`src/rtl/core/assert_macros.svh`:
```
// Assertion macros used by the top-level RTL file of the phase ramp rotator.
`ifndef ASSERT_MACROS_SVH
`define ASSERT_MACROS_SVH

`ifndef NO_ASSERTIONS

// Antecedent holds in a cycle, consequent must hold in the same cycle.
`define LPR_ASSERT_SAME(label, clk, rst, ante, cons) \
  label: assert property (@(posedge clk) disable iff (rst) (ante) |-> (cons)) \
    else $error("assertion failed: same-cycle implication");

// Antecedent holds in a cycle, consequent must hold in the next cycle.
`define LPR_ASSERT_NEXT(label, clk, rst, ante, cons) \
  label: assert property (@(posedge clk) disable iff (rst) (ante) |=> (cons)) \
    else $error("assertion failed: next-cycle implication");

`else

`define LPR_ASSERT_SAME(label, clk, rst, ante, cons)
`define LPR_ASSERT_NEXT(label, clk, rst, ante, cons)

`endif

`endif

```
`src/rtl/core/lpr_pkg.sv`:
```
// Shared types, constants and the sine table generator of the phase ramp rotator.
package lpr_pkg;

  localparam int SAMPLE_BITS     = 24;
  localparam int PHASE_BITS      = 24;
  localparam int TABLE_ADDR_BITS = 10;
  localparam int STEP_BITS       = 24;
  localparam int COEF_FRAC       = 23;
  localparam int CFG_INDEX_BITS  = 4;

  // Quarter-wave table: QUARTER_LEN + 1 entries, each in [0, 2^COEF_FRAC].
  localparam int QUARTER_LEN = 1 << TABLE_ADDR_BITS;
  localparam int COEF_BITS   = COEF_FRAC + 1;
  localparam int ROM_ADDR_W  = TABLE_ADDR_BITS + 1;
  localparam int PHASE_ADDR_W = TABLE_ADDR_BITS + 2;

  // Step alignment from 2^-STEP_BITS turns to 2^-PHASE_BITS turns.
  localparam int ALIGN_UP = (PHASE_BITS >= STEP_BITS) ? PHASE_BITS - STEP_BITS : 0;
  localparam int ALIGN_DN = (PHASE_BITS >= STEP_BITS) ? 0 : STEP_BITS - PHASE_BITS;
  localparam int ALIGN_W  = STEP_BITS + PHASE_BITS;

  localparam logic [63:0] HALF_PI_Q30 = 64'd1686629713;
  localparam int SERIES_TERMS = 7;
  localparam logic [63:0] SeriesDiv [SERIES_TERMS] =
    '{64'd6, 64'd20, 64'd42, 64'd72, 64'd110, 64'd156, 64'd210};

  typedef enum logic [1:0] {
    QUAD_I   = 2'd0,
    QUAD_II  = 2'd1,
    QUAD_III = 2'd2,
    QUAD_IV  = 2'd3
  } quad_t;

  typedef enum logic [CFG_INDEX_BITS-1:0] {
    REG_PRE_STEP  = CFG_INDEX_BITS'(0),
    REG_POST_STEP = CFG_INDEX_BITS'(1)
  } reg_index_t;

  typedef struct packed {
    logic                      en;
    logic [CFG_INDEX_BITS-1:0] index;
    logic [STEP_BITS-1:0]      data;
  } cfg_write_t;

  typedef struct packed {
    logic mul_en;
    logic out_en;
  } pipe_ctrl_t;

  typedef logic [COEF_BITS-1:0] sine_tab_t [QUARTER_LEN+1];

  // Scales a configured step to the phase accumulator's resolution.
  function automatic logic [PHASE_BITS-1:0] align_step(input logic [STEP_BITS-1:0] s);
    logic [ALIGN_W-1:0] w;
    w = (ALIGN_W'(s) << ALIGN_UP) >> ALIGN_DN;
    return w[PHASE_BITS-1:0];
  endfunction

  // Builds the quarter-wave sine table with a truncated Q30 Taylor series.
  function automatic sine_tab_t build_sine_tab();
    sine_tab_t   tab;
    logic [63:0] x;
    logic [63:0] term;
    logic signed [63:0] sum;
    logic signed [63:0] v;
    for (int k = 0; k <= QUARTER_LEN; k++) begin
      x    = (HALF_PI_Q30 * 64'(k)) >> TABLE_ADDR_BITS;
      term = x;
      sum  = signed'(x);
      for (int i = 0; i < SERIES_TERMS; i++) begin
        term = (((term * x) >> 30) * x) >> 30;
        term = term / SeriesDiv[i];
        if ((i % 2) == 0) begin
          sum = sum - signed'(term);
        end else begin
          sum = sum + signed'(term);
        end
      end
      if (sum < 0) begin
        sum = 0;
      end
      v = (sum + 64) >>> 7;
      if (v > (64'sd1 <<< COEF_FRAC)) begin
        v = 64'sd1 <<< COEF_FRAC;
      end
      tab[k] = v[COEF_BITS-1:0];
    end
    return tab;
  endfunction

endpackage

```
`src/rtl/core/lpr_phase_acc.sv`:
```
// Step registers and the per-sample phase accumulator.
module lpr_phase_acc (
  input  logic                          clk,
  input  logic                          rst,
  input  lpr_pkg::cfg_write_t           cfg,
  input  logic                          advance,
  input  logic                          last,
  output logic [lpr_pkg::PHASE_BITS-1:0] phase
);
  import lpr_pkg::*;

  logic [STEP_BITS-1:0]  pre_step;
  logic [STEP_BITS-1:0]  post_step;
  logic [PHASE_BITS-1:0] phase_next;

  // Configuration writes; unknown indexes are dropped.
  always_ff @(posedge clk) begin
    if (rst) begin
      pre_step  <= '0;
      post_step <= '0;
    end else if (cfg.en) begin
      if (cfg.index == REG_PRE_STEP) begin
        pre_step <= cfg.data;
      end else if (cfg.index == REG_POST_STEP) begin
        post_step <= cfg.data;
      end
    end
  end

  // The accumulator wraps modulo 2^PHASE_BITS and restarts after the last sample.
  always_comb begin
    if (last) begin
      phase_next = '0;
    end else begin
      phase_next = phase + align_step(pre_step) + align_step(post_step);
    end
  end

  always_ff @(posedge clk) begin
    if (rst) begin
      phase <= '0;
    end else if (advance) begin
      phase <= phase_next;
    end
  end

endmodule

```
`config.mk`:
```
export PLATFORM = sky130hd
export DESIGN_NAME = lpr_phase_acc
export DESIGN_NICKNAME = d
export VERILOG_FILES = /design/src/rtl/core/assert_macros.svh /design/src/rtl/core/lpr_pkg.sv /design/src/rtl/core/lpr_phase_acc.sv
export SDC_FILE = /design/constraint.sdc
export NUM_CORES = 1
export LEC_CHECK = 0
export ABC_AREA = 1
export BUFFER_PORTS_ARGS = -buffer_cell sky130_fd_sc_hd__buf_4
export CORE_UTILIZATION = 35
export DETAILED_ROUTE_END_ITERATION = 8
export PLACE_DENSITY_LB_ADDON = 0.3
export REMOVE_ABC_BUFFERS = 1
export SYNTH_ARGS = -nofsm -noshare
export SYNTH_HDL_FRONTEND = slang
export SYNTH_SLANG_ARGS = --single-unit
```
`constraint.sdc`:
```
create_clock -name clk -period 2.2 [get_ports clk]
set_clock_uncertainty 0.2 [all_clocks]
set_input_delay 0.33 -clock clk [delete_from_list [all_inputs] [get_ports clk]]
set_output_delay 0.33 -clock clk [all_outputs]
set_load 0.01 [all_outputs]
```
==> results by group, run 1 <==
STA
  • Setup-failing EPs final: 20
  • Tcrit/Tclk final: 109.1%
  • Post-route setup slack: -0.2000 ns
  • Slew Viols, Final: 0
  • Measured slew at the worst slew-check pin: 0.8165 ns
  • Max_slew headroom: 45.56%
  • Final hold vios: 0
  • Fin crit period: 2.400 ns
  • RSZ-0062 raised after global routing: true
  • Fmax: 416.7 MHz

Cells and area
  • Register area: 1451 um^2
  • Final std cell area, no fill: 6659 um^2
  • Commonest non-fill, non-tap cell in the layout: nand2_1
  • Share of layout cells above drive strength 1: 34.68%
  • Final nets: between 800 and 900
  • Filler cells: 1259
  • P&R area growth vs syn: 44.70%
  • Multi-input gate area: 3430 um^2
  • Inserted Diodes: 0
  • Most frequent cells in the layout: 204 x nand2_1, 129 x buf_4, 79 x a21oi_1
  • Finished Layout Cells: slightly below 1000

Global routing
  • Pin count of the biggest net entering global routing: 73
  • Tot GR Track Use: 22.72%
  • Total gr overflow: 0
  • First-pass GRT wire length: about 23 mm
  • Antenna violations before repair: 0
  • Vias in the first global route: 4768

Placed design
  • Dpl cells: 940
  • Placed inst area: 5653 um^2
  • HPWL Detailed: about 10 mm
  • IO Port Bufs: 56
  • Gp weighted congestion: 0.8857

Clocking
  • Worst-skew pair later-pin latency: between 0.3 and 0.4 ns
  • CTS clk-pin slew, worst paths: 0.06 ns
  • Clk root buf: clkbuf_16
  • Clk sinks: about 70
  • Htree depth: 3
  • Clock Tree Buf Depth: 2
  • CTS Buf Count: 9
  • CTS tree: yes

Drt
  • DRT Pass-1 Iters: 4
  • Routed WL: between 10 and 15 mm
  • DRC: 0
  • Routed len/inst: 15.15 um
  • Via/cell ratio: about 5
  • Drt initial violations: approximately 260
  • Routed Antenna Nets: 0
  • Total vias in the final route: ~4800

Logic synthesis
  • Top cells by area, synth: dfxtp_1 31%, nand2_1 20%, fa_1 10%
  • Netlist cell types: 29
  • Yosys warning total: 0
  • Seq cells post-synth: 72
  • Mapped cell area: 4602 um^2
  • Avg Cell Area, Syn: 6.899 um^2
  • Sequential area share after synthesis: ~31%
  • Cells after Synth: around 670
  • Synth top area share: 31.32%
  • Area leader, netlist: dfxtp_1

Flow run
  • Max-cap violations: 0

Die
  • Die Width: ~120 um
  • Die area: ~14000 um^2
  • Starting density of the core: a little over a third
  • Die height: 116.7 um
  • Core area: 12720 um^2
  • Num ports: 57
  • Core Rows: 41

Pwr
  • Pwr Total: 2.984 mW
  • Total power divided by cell area: 448.1 nW/um^2
  • Peak VDD IR: 0.4023 mV
  • Leakage power: 3.103 nW

Status
  • Violated checks: negative setup slack
  • Outcome: finished with violations

Setup path
  • Worst setup SP type: flop
  • Arrival @ worst endpoint: around 2.4 ns
  • Worst setup EP type: flop
  • Largest fanout on the critical path: 4
  • Setup CP Type: reg -> reg
  • Worst EP required: 2.20 ns

Min path
  • Hold/Removal Path Class: in -> reg
[through the flow]
step	hold WS, ns	setup TNS (ns)	worst slack [ns]	util (%)
floorplan	0.1991	-1.855	-0.2460	-
global placement	0.2639	-4.754	-0.3328	44.43
CTS	0.03391	-2.942	-0.2195	49.89
detailed placement	0.2708	-5.305	-0.3442	44.43
global route	0.03717	-5.404	-0.3572	52.34
finish	0.04458	-3.106	-0.2000	52.34
[layout make-up]
type	count	share of cell area (%)
inverter	72	4.059
multi-input combinational	500	51.50
sequential	72	21.80
tap	172	3.232
clock buffer	15	4.021
timing repair buffer	134	15.39
[power breakdown]
group / switching (mW) / internal (mW) / total (mW)
clock network: 0.545 / 0.821 / 1.37
registers: 0.0117 / 1.32 / 1.33
logic: 0.163 / 0.125 / 0.287
total: 0.719 / 2.26 / 2.98
[state kept, by name, summed over array words and instances (netlist names)]
register	flops
phase	24
post_step	24
pre_step	24
[cells by family (layout without fill, tap and decap cells)]
| group | Yosys count | after routing | share of synthesized area (%) |
|---|---|---|---|
| adders and majority gates | 46 | 46 | 16.42 |
| xor gates and xnor gates | 2 | 2 | 0.3807 |
| and+or+nand+nor | 351 | 351 | 32.68 |
| buffers and inverters | 95 | 221 | 7.939 |
| AOI/OAI and AO/OA | 101 | 101 | 11.26 |
| DFF | 72 | 72 | 31.32 |
[synth_stat cells, drive strengths merged]
cell type	instances
buf	3
and2	2
clkbuf	20
a21oi	90
nand3b	8
ha	22
a21o	2
or2	2
nand4	28
xnor2	1
nor2	31
clkinv	1
o21ai	9
inv	71
nand3	29
nand2	247
fa	24
nor3	4
xor2	1
dfxtp	72
[path summary, 6_finish.rpt]
path	to	slack [ns]	cells after the start	startpoint
setup / recovery	phase[21]$_SDFFE_PP0P_	-0.20	11	post_step[13]$_SDFFE_PP0P_
hold / removal	post_step[13]$_SDFFE_PP0P_	0.04	3	cfg[13]
setup reg to reg	phase[21]$_SDFFE_PP0P_	-0.20	11	post_step[13]$_SDFFE_PP0P_
hold reg to reg	post_step[8]$_SDFFE_PP0P_	0.28	2	post_step[8]$_SDFFE_PP0P_
[per-layer routing]
metal / wire (um) / part of all wire [%] / track usage, % / vias up
met4: 256 / 1.8 / 6.667 / 0
met5: 0 / 0 / 0 / -
li1: - / - / - / 2391
met2: 6929 / 47 / 38.22 / 117
met3: 615 / 4.2 / 4.048 / 15
met1: 6817 / 47 / 29.73 / 2324
[repair_timing]
action	CTS	global route
hold buffers	0	0
gates resized for setup	80	75
pin swaps	43	45
endpoints found under the setup margin	21	21
setup buffers	4	7
[worst max-delay path: stages, from the launching register on]
cell	delay [ns]
dfxtp_1	0.33
fa_1	0.52
ha_4	0.32
nand2_1	0.10
inv_1	0.11
nand2_1	0.10
nor2_1	0.14
nand3b_1	0.13
nand3_1	0.11
nand2_1	0.05
nand3_1	0.08
a21oi_2	0.06
No activity file was read; power rests on OpenSTA's default activity.
==> run 2: changes to the inputs <==
Settings changed: ABC_AREA 1 to 0.
==> run 2 against run 1 <==
  * The run still ends with negative setup slack left
  * Sequential power about the same
  * First-iteration DRC count down 51%
  * Synthesized cell count down 28%
  * Combinational power down 21%
  * Global-route usage down 3.0 points
  * Design area down 13%
  * Via count down 22%
  * Total power up 2.0%
==> results by group, run 2 <==
Setup path
  • FF-to-FF End: phase[23]$_SDFFE_PP0P_
  • Arrival @ worst endpoint: 3.39 ns (+0.99 ns)
  • Worst EP required: 2.27 ns (+0.07 ns)
  • Critical path's slowest cell: fa_1
  • Worst setup SP type: flop
  • Reg2reg path depth: 11 (unchanged)
  • Largest fanout on the critical path: 2 (-2)
  • Crit-path cells: fa_1 > ha_2 > fa_2 > a21o_1 > a221oi_2 > o211ai_2 > a211o_2 > a221oi_2 > a21oi_2 > mux2_4 > nand3_2
  • Critical path buffers and inverters: 0 (-1)
  • Worst reg-to-reg setup slack: -1.12 ns (-0.92 ns)
  • CP delay by family, top: compound AO/OA/AOI/OAI gates
  • Reg-to-reg startpoint: phase[1]$_SDFFE_PP0P_
  • Most common cell on crit path: a221oi_2
  • Setup CP Type: reg -> reg
  • Worst setup EP type: flop
  • Critical path's largest stage delay: 0.47 ns (-0.05 ns)

Drt
  • Via/cell ratio: 5.020 (about the same)
  • Routed len/inst: 14.68 um (-3.1%)
  • DRT Pass-1 Iters: 4 (unchanged)
  • Drt initial violations: 126 (-51%)
  • DRC: 0 (unchanged)
  • Routed Antenna Nets: 0 (unchanged)
  • Routed WL: 11.10 mm (-24%)
  • Total vias in the final route: 3795 (-22%)

Pwr
  • Peak VDD IR: 0.4740 mV (+18%)
  • Part of the power in registers: 43.7% (-0.9 points)
  • Leakage power: 2.623 nW (-15%)
  • Net Sw Frac: 21.65% (-2.4 points)
  • Clock power share: 48.8% (+3.0 points)
  • Psw: 0.6590 mW (-8.3%)
  • Pint: 2.385 mW (+5.3%)
  • Power share of the combinational group: 7.5% (-2.1 points)
  • Total power divided by cell area: 525.0 nW/um^2 (+17%)

Logic synthesis
  • Seq cells post-synth: 72 (unchanged)
  • Post-synth top cells: 122 x nand2_1, 72 x dfxtp_1, 71 x a21oi_1
  • Top cells by area, synth: dfxtp_1 36%, fa_1 12%, nand2_1 11%
  • Mapped cell area: 4016 um^2 (-13%)
  • Yosys warning total: 0 (unchanged)
  • Async SR Flop Fraction: 0% (unchanged)
  • Dominant synthesized flop cell: dfxtp_1
  • Netlist cell types: 37 (+28%)
  • Synth top area share: 35.89% (+4.6 points)
  • Post-synth EDFFs: 0 (unchanged)
  • Avg Cell Area, Syn: 8.367 um^2 (+21%)
  • Most common cell in the synthesized netlist: nand2_1
  • Area leader, netlist: dfxtp_1
  • Sequential area share after synthesis: 35.89% (+4.6 points)
  • Cells after Synth: 480 (-28%)

STA
  • Fin crit period: 3.320 ns (+0.9199 ns)
  • Hold slack final: 0.03750 ns (-0.007077 ns)
  • Tcrit/Tclk final: 150.9% (+42 points)
  • Setup-failing EPs final: 21 (+5.0%)
  • Fmax: 301.2 MHz (-28%)
  • Slew Viols, Final: 0 (unchanged)
  • Measured slew at the worst slew-check pin: 1.069 ns (+0.2526 ns)
  • RSZ-0062 raised after global routing: true
  • Max_slew headroom: 28.46% (-17 points)
  • Setup TNS: -13.17 ns (-10.06 ns)
  • Final hold vios: 0 (unchanged)
  • Post-route setup slack: -1.120 ns (-0.9199 ns)

Flow run
  • Max-cap violations: 0 (unchanged)

Global routing
  • Total gr overflow: 0 (unchanged)
  • First-pass GRT wire length: 17.95 mm (-23%)
  • Tot GR Track Use: 19.71% (-3.0 points)
  • Pin count of the biggest net entering global routing: 57 (-22%)
  • Antenna violations before repair: 0 (unchanged)
  • Vias in the first global route: 3917 (-18%)

Cells and area
  • Final nets: 691 (-20%)
  • Largest regs: phase (24), post_step (24), pre_step (24)
  • Share of layout cells above drive strength 1: 33.60% (-1.1 points)
  • Commonest non-fill, non-tap cell in the layout: buf_4
  • Inserted Diodes: 0 (unchanged)
  • Filler cells: 1051 (-17%)
  • P&R area growth vs syn: 44.36%
  • Final std cell area, no fill: 5798 um^2 (-13%)
  • Finished Layout Cells: 756 (-22%)
  • Most frequent cells in the layout: 138 x buf_4, 122 x nand2_1, 67 x dfxtp_1

Placed design
  • Placed inst area: 5115 um^2 (-9.5%)
  • HPWL Detailed: 7.710 mm (-25%)
  • IO Port Bufs: 56 (unchanged)
  • Gp weighted congestion: 0.8623 (-2.6%)
  • Dpl cells: 729 (-22%)

Status
  • Violated checks: negative setup slack
  • Outcome: finished with violations

Die
  • Starting density of the core: 36.41% (+0.24 points)
  • Die height: 109.1 um (-6.5%)
  • Core area: 11030 um^2 (-13%)
  • Core Rows: 38 (-7.3%)
  • Num ports: 57 (unchanged)
  • Die Width: 109.1 um (-6.5%)
  • Die area: 11910 um^2 (-13%)

Clocking
  • Clock Tree Buf Depth: 2 (unchanged)
  • CTS tree: yes
  • CTS clk-pin slew, worst paths: 0.05 ns (about the same)
  • Htree depth: 3 (unchanged)
  • Clk sinks: 72 (unchanged)
  • Clk root buf: clkbuf_16
  • CTS Buf Count: 9 (unchanged)
  • Worst-skew pair later-pin latency: 0.33 ns (-0.02 ns)

Min path
  • Hold Path Depth: 2 (-1)
  • Worst Hold Launch: rst
  • Hold/Removal Path Class: in -> reg
  • Min-Delay Endpoint: phase[10]$_SDFFE_PP0P_
## run 2: worst max-delay path by stage
stage	from	endpoint	slack, ns	depth (start not counted)
after floorplan	phase[1]$_SDFFE_PP0P_	phase[23]$_SDFFE_PP0P_	-1.22	11
after global placement	phase[1]$_SDFFE_PP0P_	phase[23]$_SDFFE_PP0P_	-1.21	11
after detailed placement	phase[1]$_SDFFE_PP0P_	phase[23]$_SDFFE_PP0P_	-1.29	11
after CTS	phase[1]$_SDFFE_PP0P_	phase[23]$_SDFFE_PP0P_	-1.17	11
after global routing	phase[1]$_SDFFE_PP0P_	phase[23]$_SDFFE_PP0P_	-1.22	11
final	phase[1]$_SDFFE_PP0P_	phase[23]$_SDFFE_PP0P_	-1.12	11
## run 2: area by class of cell
type,count,area [um^2],area share (%)
Clock buffer,12,266.5,4.596
Timing Repair Buffer,144,1112,19.18
Sequential cell,72,1448,24.97
Inverter,5,18.77,0.3237
Multi-Input combinational cell,380,2738,47.22
Clock inverter,3,40.04,0.6905
Tap cell,140,175.2,3.021
## run 2: layer usage
layer	vias to the layer above	track usage, %	part of all wire, %
li1	1887	-	-
met1	1811	21.85	42
met2	75	36.12	52
met3	22	4.184	3.8
met4	0	8.205	2.0
met5	-	0	0
## run 2: cells by family (layout without fill, tap and decap cells)
family / Yosys count / count (layout) / synth area share [%]
AO/OA/AOI/OAI: 129 / 129 / 19.00
XOR/XNOR: 18 / 18 / 3.925
adder cells (fa/ha/maj): 46 / 46 / 18.82
buffers and inverters: 28 / 164 / 2.617
flip-flops: 72 / 72 / 35.89
multiplexers: 2 / 2 / 0.6230
AND/OR/NAND/NOR: 185 / 185 / 19.13
## run 2: what timing repair did
item	4_1_cts	5_1_grt
hold buffers	0	0
gates resized for setup	49	23
buffers inserted	6	8
pin swaps	45	39
endpoints found under the setup margin	20	20
## run 2: stage by stage
| stage | power, mW | setup slack, ns | utilization, % |
|---|---|---|---|
| after floorplan | 1.433 | -1.216 | - |
| after global placement | 1.564 | -1.208 | 46.37 |
| after detailed placement | 1.570 | -1.287 | 46.37 |
| after CTS | 3.074 | -1.172 | 51.11 |
| after global routing | 3.145 | -1.220 | 52.56 |
| final | 3.044 | -1.120 | 52.56 |
## run 2: power by group through the flow
stage	combinational, mW	clock (mW)	sequential, mW
after floorplan	0.0736	0	1.36
after global placement	0.206	0	1.36
after detailed placement	0.211	0	1.36
after CTS	0.221	1.52	1.33
after global routing	0.248	1.57	1.33
final	0.227	1.49	1.33
